===== src/hdl/mts_pkg.sv =====
// ----------------------------------------------------------------------------
// mts_pkg
// Types and codes shared by the controller and datapath of the stack unit.
// ----------------------------------------------------------------------------
package mts_pkg;

    localparam int DATA_W = 32;

    typedef enum logic {
        REQ_PUSH = 1'b0,
        REQ_POP  = 1'b1
    } t_req;

    typedef enum logic [1:0] {
        ST_OK        = 2'd0,
        ST_UNDERFLOW = 2'd1,
        ST_OVERFLOW  = 2'd2
    } t_status;

    // Commands from the controller to the datapath.
    typedef struct packed {
        logic accept;      // a request beat is taken this cycle
        logic finish_pop;  // registered read data holds the new top
    } t_ctl_cmd;

    // Status from the datapath to the controller.
    typedef struct packed {
        logic pop_ok;      // the offered request is a pop of a non-empty stack
    } t_dp_stat;

endpackage


===== src/hdl/mts_datapath.sv =====
// ----------------------------------------------------------------------------
// mts_datapath
// Entry memory, cached top entry, fill count and result registers.
// ----------------------------------------------------------------------------
module mts_datapath import mts_pkg::*; #(
    parameter int DEPTH = 64
) (
    input  logic                     i_clk,
    input  logic                     i_rst_n,
    input  t_ctl_cmd                 i_cmd,
    output t_dp_stat                 o_stat,
    input  logic                     i_req_type,
    input  logic signed [DATA_W-1:0] i_push_value,
    output logic                     o_done,
    output logic signed [DATA_W-1:0] o_popped_value,
    output logic signed [DATA_W-1:0] o_top_value,
    output logic signed [DATA_W-1:0] o_min_value,
    output logic                     o_is_empty,
    output logic [1:0]               o_status
);

    localparam int ADDR_W = $clog2(DEPTH);
    localparam int CNT_W  = $clog2(DEPTH + 1);

    // Each word holds a value and the minimum of it and all entries below.
    logic [2*DATA_W-1:0] mem [DEPTH];
    logic [2*DATA_W-1:0] r_rd_data;

    logic [CNT_W-1:0]         r_fill,     n_fill;
    logic signed [DATA_W-1:0] r_top_val,  n_top_val;
    logic signed [DATA_W-1:0] r_top_min,  n_top_min;

    logic                     r_done,     n_done;
    logic signed [DATA_W-1:0] r_popped,   n_popped;
    logic signed [DATA_W-1:0] r_out_top,  n_out_top;
    logic signed [DATA_W-1:0] r_out_min,  n_out_min;
    logic                     r_empty,    n_empty;
    t_status                  r_status,   n_status;

    logic                     is_pop;
    logic                     full;
    logic                     push_ok;
    logic signed [DATA_W-1:0] push_min;
    logic [ADDR_W-1:0]        wr_addr;
    logic [ADDR_W-1:0]        rd_addr;
    logic [CNT_W-1:0]         rd_cnt;
    logic signed [DATA_W-1:0] rd_val;
    logic signed [DATA_W-1:0] rd_min;

    assign is_pop  = (i_req_type == REQ_POP);
    assign full    = (r_fill == CNT_W'(DEPTH));
    assign push_ok = !is_pop && !full;
    assign o_stat.pop_ok = is_pop && (r_fill != '0);

    assign push_min = ((r_fill == '0) || (i_push_value < r_top_min)) ? i_push_value
                                                                      : r_top_min;
    assign wr_addr  = r_fill[ADDR_W-1:0];
    // After a pop the new top sits two below the old fill count.
    assign rd_cnt   = r_fill - CNT_W'(2);
    assign rd_addr  = rd_cnt[ADDR_W-1:0];
    assign rd_val   = r_rd_data[2*DATA_W-1:DATA_W];
    assign rd_min   = r_rd_data[DATA_W-1:0];

    always_ff @(posedge i_clk) begin
        if (i_cmd.accept && push_ok) begin
            mem[wr_addr] <= {i_push_value, push_min};
        end
        r_rd_data <= mem[rd_addr];
    end

    always_comb begin
        n_fill    = r_fill;
        n_top_val = r_top_val;
        n_top_min = r_top_min;
        n_done    = 1'b0;
        n_popped  = r_popped;
        n_out_top = r_out_top;
        n_out_min = r_out_min;
        n_empty   = r_empty;
        n_status  = r_status;
        if (i_cmd.accept) begin
            n_status = ST_OK;
            n_popped = '0;
            if (o_stat.pop_ok) begin
                // Result goes out once the new top has been read back.
                n_popped = r_top_val;
                n_fill   = r_fill - CNT_W'(1);
            end else begin
                n_done = 1'b1;
                if (push_ok) begin
                    n_fill    = r_fill + CNT_W'(1);
                    n_top_val = i_push_value;
                    n_top_min = push_min;
                    n_out_top = i_push_value;
                    n_out_min = push_min;
                    n_empty   = 1'b0;
                end else begin
                    n_status  = is_pop ? ST_UNDERFLOW : ST_OVERFLOW;
                    n_empty   = (r_fill == '0);
                    n_out_top = (r_fill == '0) ? '0 : r_top_val;
                    n_out_min = (r_fill == '0) ? '0 : r_top_min;
                end
            end
        end else if (i_cmd.finish_pop) begin
            n_done    = 1'b1;
            n_top_val = rd_val;
            n_top_min = rd_min;
            n_empty   = (r_fill == '0);
            n_out_top = (r_fill == '0) ? '0 : rd_val;
            n_out_min = (r_fill == '0) ? '0 : rd_min;
        end
    end

    always_ff @(posedge i_clk) begin
        if (!i_rst_n) begin
            r_fill <= '0;
            r_done <= 1'b0;
        end else begin
            r_fill <= n_fill;
            r_done <= n_done;
        end
    end

    always_ff @(posedge i_clk) begin
        r_top_val <= n_top_val;
        r_top_min <= n_top_min;
        r_popped  <= n_popped;
        r_out_top <= n_out_top;
        r_out_min <= n_out_min;
        r_empty   <= n_empty;
        r_status  <= n_status;
    end

    assign o_done         = r_done;
    assign o_popped_value = r_popped;
    assign o_top_value    = r_out_top;
    assign o_min_value    = r_out_min;
    assign o_is_empty     = r_empty;
    assign o_status       = r_status;

endmodule


===== src/hdl/mts_controller.sv =====
// ----------------------------------------------------------------------------
// mts_controller
// Sequencer: takes request beats and waits out the memory read of a pop.
// ----------------------------------------------------------------------------
module mts_controller import mts_pkg::*; (
    input  logic     i_clk,
    input  logic     i_rst_n,
    input  logic     start,
    output logic     busy,
    input  t_dp_stat i_stat,
    output t_ctl_cmd o_cmd
);

    typedef enum logic [1:0] {
        S_IDLE = 2'b01,
        S_POP  = 2'b10
    } t_state;

    t_state r_state, n_state;

    always_comb begin
        n_state          = r_state;
        o_cmd.accept     = 1'b0;
        o_cmd.finish_pop = 1'b0;
        unique case (r_state)
            S_IDLE: begin
                if (start) begin
                    o_cmd.accept = 1'b1;
                    if (i_stat.pop_ok) begin
                        n_state = S_POP;
                    end
                end
            end
            S_POP: begin
                o_cmd.finish_pop = 1'b1;
                n_state          = S_IDLE;
            end
            default: begin
                n_state = S_IDLE;
            end
        endcase
    end

    always_ff @(posedge i_clk) begin
        if (!i_rst_n) begin
            r_state <= S_IDLE;
        end else begin
            r_state <= n_state;
        end
    end

    assign busy = (r_state != S_IDLE);

endmodule


===== src/hdl/min_tracking_stack_unit.sv =====
// ----------------------------------------------------------------------------
// min_tracking_stack_unit
// Bounded signed stack that reports the minimum of the held values.
// ----------------------------------------------------------------------------
//  Channel   Handshake            Signals
//  request   start high, !busy    i_req_type, i_push_value
//  result    o_done, one cycle    o_popped_value, o_top_value, o_min_value,
//                                 o_is_empty, o_status
//
// A push or a rejected request shows its result the cycle after the beat and
// the next beat can be taken in that same cycle. A successful pop holds busy
// in S_POP while the new top comes back through the registered memory read.
// Reset clears the fill count; memory contents need no clearing.
// The receiver cannot stall: each result is shown for exactly one cycle.
// ----------------------------------------------------------------------------
module min_tracking_stack_unit import mts_pkg::*; #(
    parameter int DEPTH = 64
) (
    input  logic                     i_clk,
    input  logic                     i_rst_n,
    input  logic                     start,
    output logic                     busy,
    input  logic                     i_req_type,
    input  logic signed [DATA_W-1:0] i_push_value,
    output logic                     o_done,
    output logic signed [DATA_W-1:0] o_popped_value,
    output logic signed [DATA_W-1:0] o_top_value,
    output logic signed [DATA_W-1:0] o_min_value,
    output logic                     o_is_empty,
    output logic [1:0]               o_status
);

    t_ctl_cmd cmd;
    t_dp_stat stat;

    mts_controller u_ctl (
        .i_clk   (i_clk),
        .i_rst_n (i_rst_n),
        .start   (start),
        .busy    (busy),
        .i_stat  (stat),
        .o_cmd   (cmd)
    );

    mts_datapath #(
        .DEPTH (DEPTH)
    ) u_dp (
        .i_clk          (i_clk),
        .i_rst_n        (i_rst_n),
        .i_cmd          (cmd),
        .o_stat         (stat),
        .i_req_type     (i_req_type),
        .i_push_value   (i_push_value),
        .o_done         (o_done),
        .o_popped_value (o_popped_value),
        .o_top_value    (o_top_value),
        .o_min_value    (o_min_value),
        .o_is_empty     (o_is_empty),
        .o_status       (o_status)
    );

endmodule


===== config.mk =====
export PLATFORM = sky130hd
export DESIGN_NAME = min_tracking_stack_unit
export DESIGN_NICKNAME = d
export VERILOG_FILES = /design/src/hdl/mts_pkg.sv /design/src/hdl/mts_datapath.sv /design/src/hdl/mts_controller.sv /design/src/hdl/min_tracking_stack_unit.sv
export SDC_FILE = /design/constraint.sdc
export NUM_CORES = 2
export LEC_CHECK = 0
export BUFFER_PORTS_ARGS = -buffer_cell sky130_fd_sc_hd__buf_2
export CAP_MARGIN = 20
export CORE_MARGIN = 2
export CORE_UTILIZATION = 30
export DETAILED_ROUTE_END_ITERATION = 8
export GPL_TIMING_DRIVEN = 0
export PLACE_DENSITY = 0.53
export SLEW_MARGIN = 10
export SYNTH_ARGS = -nofsm -noshare
export SYNTH_HDL_FRONTEND = slang
export SYNTH_SLANG_ARGS = --single-unit

===== constraint.sdc =====
create_clock -name i_clk -period 8.95 [get_ports i_clk]
set_clock_uncertainty 0.1 [all_clocks]
set_input_delay 0.895 -clock i_clk [delete_from_list [all_inputs] [get_ports i_clk]]
set_output_delay 0.895 -clock i_clk [all_outputs]
set_load 0.05 [all_outputs]

### Word level (Yosys, flattened, before mapping)

Memory sizes are Yosys's and may differ from the RTL's. A register that Yosys moved wholly into a read port is not among the register bits.
Index checks and enable logic that the tools add are counted.

| word-level totals | value |
|---|---|
| register bits | 173 |
| bits in writable memories | 4,096 |
| output and inout port bits | 101 |
| logic and storage cells | 73 |
| memories | 1 |

Memories:

| memory | words | bits a word | read ports | clocked after memory_dff | write ports | line | RTL |
|---|---|---|---|---|---|---|---|
| u_dp.mem | 64 | 64 | 1 | 1 | 1 | mts_datapath.sv:26 | `logic [2*DATA_W-1:0] mem [DEPTH];` |

| operators by class | value |
|---|---|
| $add $sub $neg | 3 |
| order comparisons | 1 |
| equality and inequality tests | 6 |
| muxes and demuxes | 36 |
| reduce and logical (&&, ||, !) cells | 16 |

Operators with widths:

| operator | number |
|---|---|
| $mux W32 | 21 |
| $lt A32 B32 Y1 | 1 |
| $mux W7 | 2 |
| $mux W1 | 12 |
| $reduce_and A2 Y1 | 4 |
| $add A7 B1 Y7 const B | 1 |
| $eq A7 B7 Y1 const B | 1 |
| $logic_not A7 Y1 | 1 |
| $reduce_bool A7 Y1 | 1 |
| $sub A7 B1 Y7 const B | 1 |
| $sub A6 B2 Y6 const B | 1 |
| $ne A2 B2 Y1 const B | 2 |
| $reduce_bool A2 Y1 | 2 |
| $logic_and A1 B1 Y1 | 3 |
| $reduce_and A3 Y1 | 1 |
| $eq A2 B1 Y1 const B | 1 |
| $eq A2 B2 Y1 const B | 1 |
| $logic_not A1 Y1 | 2 |
| $mux W2 | 1 |
| $ne A2 B1 Y1 const B | 1 |
| $reduce_or A2 Y1 | 1 |
| $logic_or A1 B1 Y1 | 1 |

### Logic depth before layout (Yosys ltp)

| depth | value |
|---|---|
| depth after elaboration | 6 |
| gate-level depth with buffers | 14 |
| gate-level depth less buffers | 12 |

### Cells and area by module

Synthesis repeated with hierarchy kept, for this count alone.

| second synthesis, totals | value |
|---|---|
| cells, all modules | 6,746 |
| area total of the unflattened synthesis | 165,477.5 µm² |

By module, submodules not included:

| module | times used | cells each | area an instance (µm²) |
|---|---|---|---|
| mts_datapath | 1 | 6,739 | 165,404.9 |
| mts_controller | 1 | 7 | 72.6 |

### Worst setup path after synthesis

OpenSTA, ideal clock, no wires.

| timing | value |
|---|---|
| kind | input port to flip-flop |
| from | input start |
| to | register u_dp.r_empty (netlist: u_dp.o_is_empty) (enable) |
| data arrival time | 6.212 ns |
| required time | 8.271 ns |
| slack | 2.059 ns |
| cell stages on the path | 5 |
| path through | inv_1 > or2_2 > clkbuf_1 > clkbuf_1 > o21ai_0 |

| on the way | value |
|---|---|
| cells in the longest elaborated chain, start to end | 4 |
| elaborated cells between the ends (all ways) | 5 |
| those cells by class | eq/ne: 1; mux: 2; reduce/logical: 2 |

RTL lines:

| what | line | RTL |
|---|---|---|
| start, declared | min_tracking_stack_unit.sv:21 | `input logic start,` |
| $mux W1 (*) | mts_controller.sv:27 | `if (start) begin` |
| $mux W1 (*) | mts_controller.sv:25 | `unique case (r_state)` |
| $ne A2 B2 Y1 (no source line) / $reduce_bool A2 Y1 (equally long branches) | -- |  |
| $reduce_and A2 Y1 (no source line) (*) | -- |  |
| end signal, assigned | mts_datapath.sv:130 | `r_empty <= n_empty;` |
| end, declared | mts_datapath.sv:37 | `logic r_empty, n_empty;` |

Every way passes the cells marked *; elsewhere a longest branch is shown, timed or not.
A chain may end at the register's enable or synchronous reset.

### Worst setup path in the final report

| timing | value |
|---|---|
| from | register u_dp.r_fill[1] |
| to | register u_dp.r_rd_data[36] (read register of u_dp.mem) |

| on the way | value |
|---|---|
| cells in the longest elaborated chain, start to end | 1 |

RTL lines:

| what | line | RTL |
|---|---|---|
| start, declared | mts_datapath.sv:29 | `logic [CNT_W-1:0] r_fill, n_fill;` |
| start signal, assigned | mts_datapath.sv:119 | `r_fill <= n_fill;` |
| $sub A6 B2 Y6 | mts_datapath.sv:59 | `assign rd_cnt = r_fill - CNT_W'(2);` |
| end, declared | mts_datapath.sv:27 | `logic [2*DATA_W-1:0] r_rd_data;` |

Every way passes these cells.

==> metrics.txt <==
Avg WL per Cell=32.1 um; Clk pwr share=23.6%; HPWL Detailed=348 mm; Pwr Density=approximately 390 mW/mm2; via count=just over 80000; Net Sw Power=27.7 mW; CTS root buffer=clkbuf_16; fmax=164 MHz; CTS H-tree lvls=5; via/cell ratio=between 5 and 6; number of distinct library cells after synthesis=49; Die Ht=about 750 um; Synth Area per Inst=23.9 um2; post-route cell area=0.198 mm2; CTS Hold Buffers Added=0; Seq/Total Area, Yosys=77.7%; Most used DFF post-synth=edfxtp_1; largest net degree at the start of global routing=71; Critical Path, Cell by Cell=buf_2 > buf_1 > buf_1 > inv_1 > ha_1 > clkbuf_1 > clkbuf_4 > clkbuf_1 > mux4_2 > mux4_2; Worst Path Arrival=6810 ps; share of the core filled with cells=35.8%; Seq cells post-synth=4333; WS Path Type=register to register; via count of the first global-routing pass=between 80000 and 90000; die footprint=0.561 mm2; Residual DRC=0; Power Total=between 70 and 80 mW; Die Wd=749 um; Nets=7959; first-pass GRT wire length=679 mm; Synth Instances=6952; async set-reset flop share out of synthesis=0%; Worst-Margin Slew=1200 ps; total setup buffers inserted after CTS=0; worst vdd ir=0.353 mV; Seq pwr share=36.1%; Placed Cells incl. Taps=14700; Tmin final=6090 ps; final WL=about 500 mm; max_cap viols=0; CP Launch Type=register; FP Rows=273; Tcrit/Tclk final=between 60% and 70%; post-CTS resize count=0; GRT Total Usage=17.3%; CTS max path bufs=4; core area=approximately 0.55 mm2; clock-pin slew on the worst setup and hold paths=roughly 60 ps; I/O Pins=around 140; RSZ-0062 raised after global routing=no; post-route insts no fill=15600; status=finished, final reports clean; Placer Congestion=0.826; Hold Crit Class=primary input to register; global route total overflow=0; number of synthesized flops with an enable pin=4259; Slowest-stage cell, CP=clkbuf_1; initial core utilization=30.1%; CTS tree=built; delay-heaviest family, CP=buffers and inverters; Syn Std Cell Area=0.166 mm2; Internal=48.9 mW; WP data required=9670 ps; setup_tns=0 ps; post-synth net total=7030; Final Hold Fails=0; sw frac=36.2%; Yosys warnings=0; CP max FO=14; DR pass1 iterations=8; Slew Limit Headroom=19.8%; share of cells above drive strength 1=between 30% and 40%; area grow syn2layout=19.0%; Fill cells=50100; worst path bufs/invs=7; initial antenna violation count=37; Antenna Nets Post-Route=0; I/O Buffers=136; endpoints failing setup=0; most frequent cells in the layout=edfxtp_1 (4259), mux4_2 (1344), clkbuf_16 (448); endpoint class of the critical path=register; First DRT Iteration DRCs=between 10000 and 15000; total CTS buffers=443; Critical Path Max Stage Delay=840 ps; Post-DP Area=0.184 mm2; Slew Limit Fails=0; combinational cell fraction of total power=40.3%; clk_lat worst skew=990 ps; TritonCTS Sinks=4333; Leak=~60 nW; most common cell after layout, fill and taps aside=edfxtp_1
final cells by class:
class | count | area [um2] | area share, %
antenna | 32 | 80.1 | 0.0404
buffer | 389 | 1670 | 0.842
sequential | 4333 | 129000 | 65.3
inverter | 73 | 274 | 0.138
clock buffer | 574 | 11900 | 6.00
tap | 7287 | 9120 | 4.60
multi-input combinational | 2157 | 35700 | 18.0
clock inverter | 236 | 2200 | 1.11
timing repair buffer | 484 | 7810 | 3.94
cell usage after synthesis, types with 15 or more instances:
| cell type | n | area (um2) |
|---|---|---|
| nor2_1 | 76 | 285 |
| clkbuf_1 | 246 | 923 |
| and3_1 | 33 | 206 |
| o22a_1 | 64 | 561 |
| o22ai_1 | 32 | 200 |
| o211ai_1 | 32 | 240 |
| a211oi_1 | 35 | 263 |
| o21ai_0 | 41 | 205 |
| a21boi_0 | 64 | 480 |
| edfxtp_1 | 4259 | 128000 |
| inv_1 | 71 | 267 |
| buf_2 | 95 | 475 |
| a21oi_1 | 15 | 75.1 |
| ha_1 | 41 | 513 |
| dfxtp_1 | 74 | 1480 |
| nor3_1 | 65 | 325 |
| nand2_1 | 187 | 702 |
| buf_1 | 39 | 146 |
| o21ai_1 | 37 | 185 |
| nor4_1 | 33 | 206 |
| mux4_2 | 1344 | 30300 |
worst paths after layout:
kind                                     from                     endpoint  slack, ps  cells past startpoint
setup / recovery  u_dp.r_fill[1]$_SDFFE_PN0P_   u_dp.r_rd_data[36]$_DFF_P_       2860                     10
hold / removal               i_push_value[10]   u_dp.mem[63][42]$_DFFE_PP_         90                      1
setup reg to reg  u_dp.r_fill[1]$_SDFFE_PN0P_   u_dp.r_rd_data[36]$_DFF_P_       2860                     10
hold reg to reg     u_dp.r_rd_data[1]$_DFF_P_  u_dp.r_top_min[1]$_DFFE_PP_        460                      2
registers in the layout (all words and copies together), names as in the netlist:
register / count
u_ctl.r_state: 2
u_dp.mem: 4096
u_dp.o_done: 1
u_dp.o_is_empty: 1
u_dp.o_min_value: 32
u_dp.o_popped_value: 32
u_dp.o_status: 2
u_dp.o_top_value: 32
u_dp.r_fill: 7
u_dp.r_rd_data: 64
u_dp.r_top_min: 32
u_dp.r_top_val: 32
metal layers:
metal	up-vias	GRT usage (%)	wire, um	part of all wire (%)
met3	715	3.52	43900	8.8
li1	32000	-	-	-
met1	45100	23.4	200000	40
met5	-	0	24	0.0048
met2	4154	28.8	242000	48
met4	4	4.48	13800	2.8
power by group through the flow:
stage | Sequential, mW | Combinational (mW) | Clock (mW)
after global routing | 27.7 | 32.2 | 19.1
after detailed placement | 28.1 | 30.9 | 0
after global placement | 28.5 | 28.8 | 0
after CTS | 27.7 | 30.9 | 18.4
after floorplan | 28.7 | 16.5 | 0
final | 27.7 | 30.9 | 18.1
per-stage QoR:
stage	setup slack (ps)	hold WS [ps]
after floorplan	2060	380
after global placement	-4330	422
after detailed placement	2720	426
after CTS	2680	7.96
after global routing	2650	51.6
final	2860	94.6
cells by family after synthesis:
logic type | synth area share, %
compound gates | 1.38
xor+xnor | 0.0466
fa+ha+maj | 0.320
buf+inv | 1.14
flops | 77.7
mux | 18.2
simple gates | 1.18
Power figures use the tool's default switching activity.
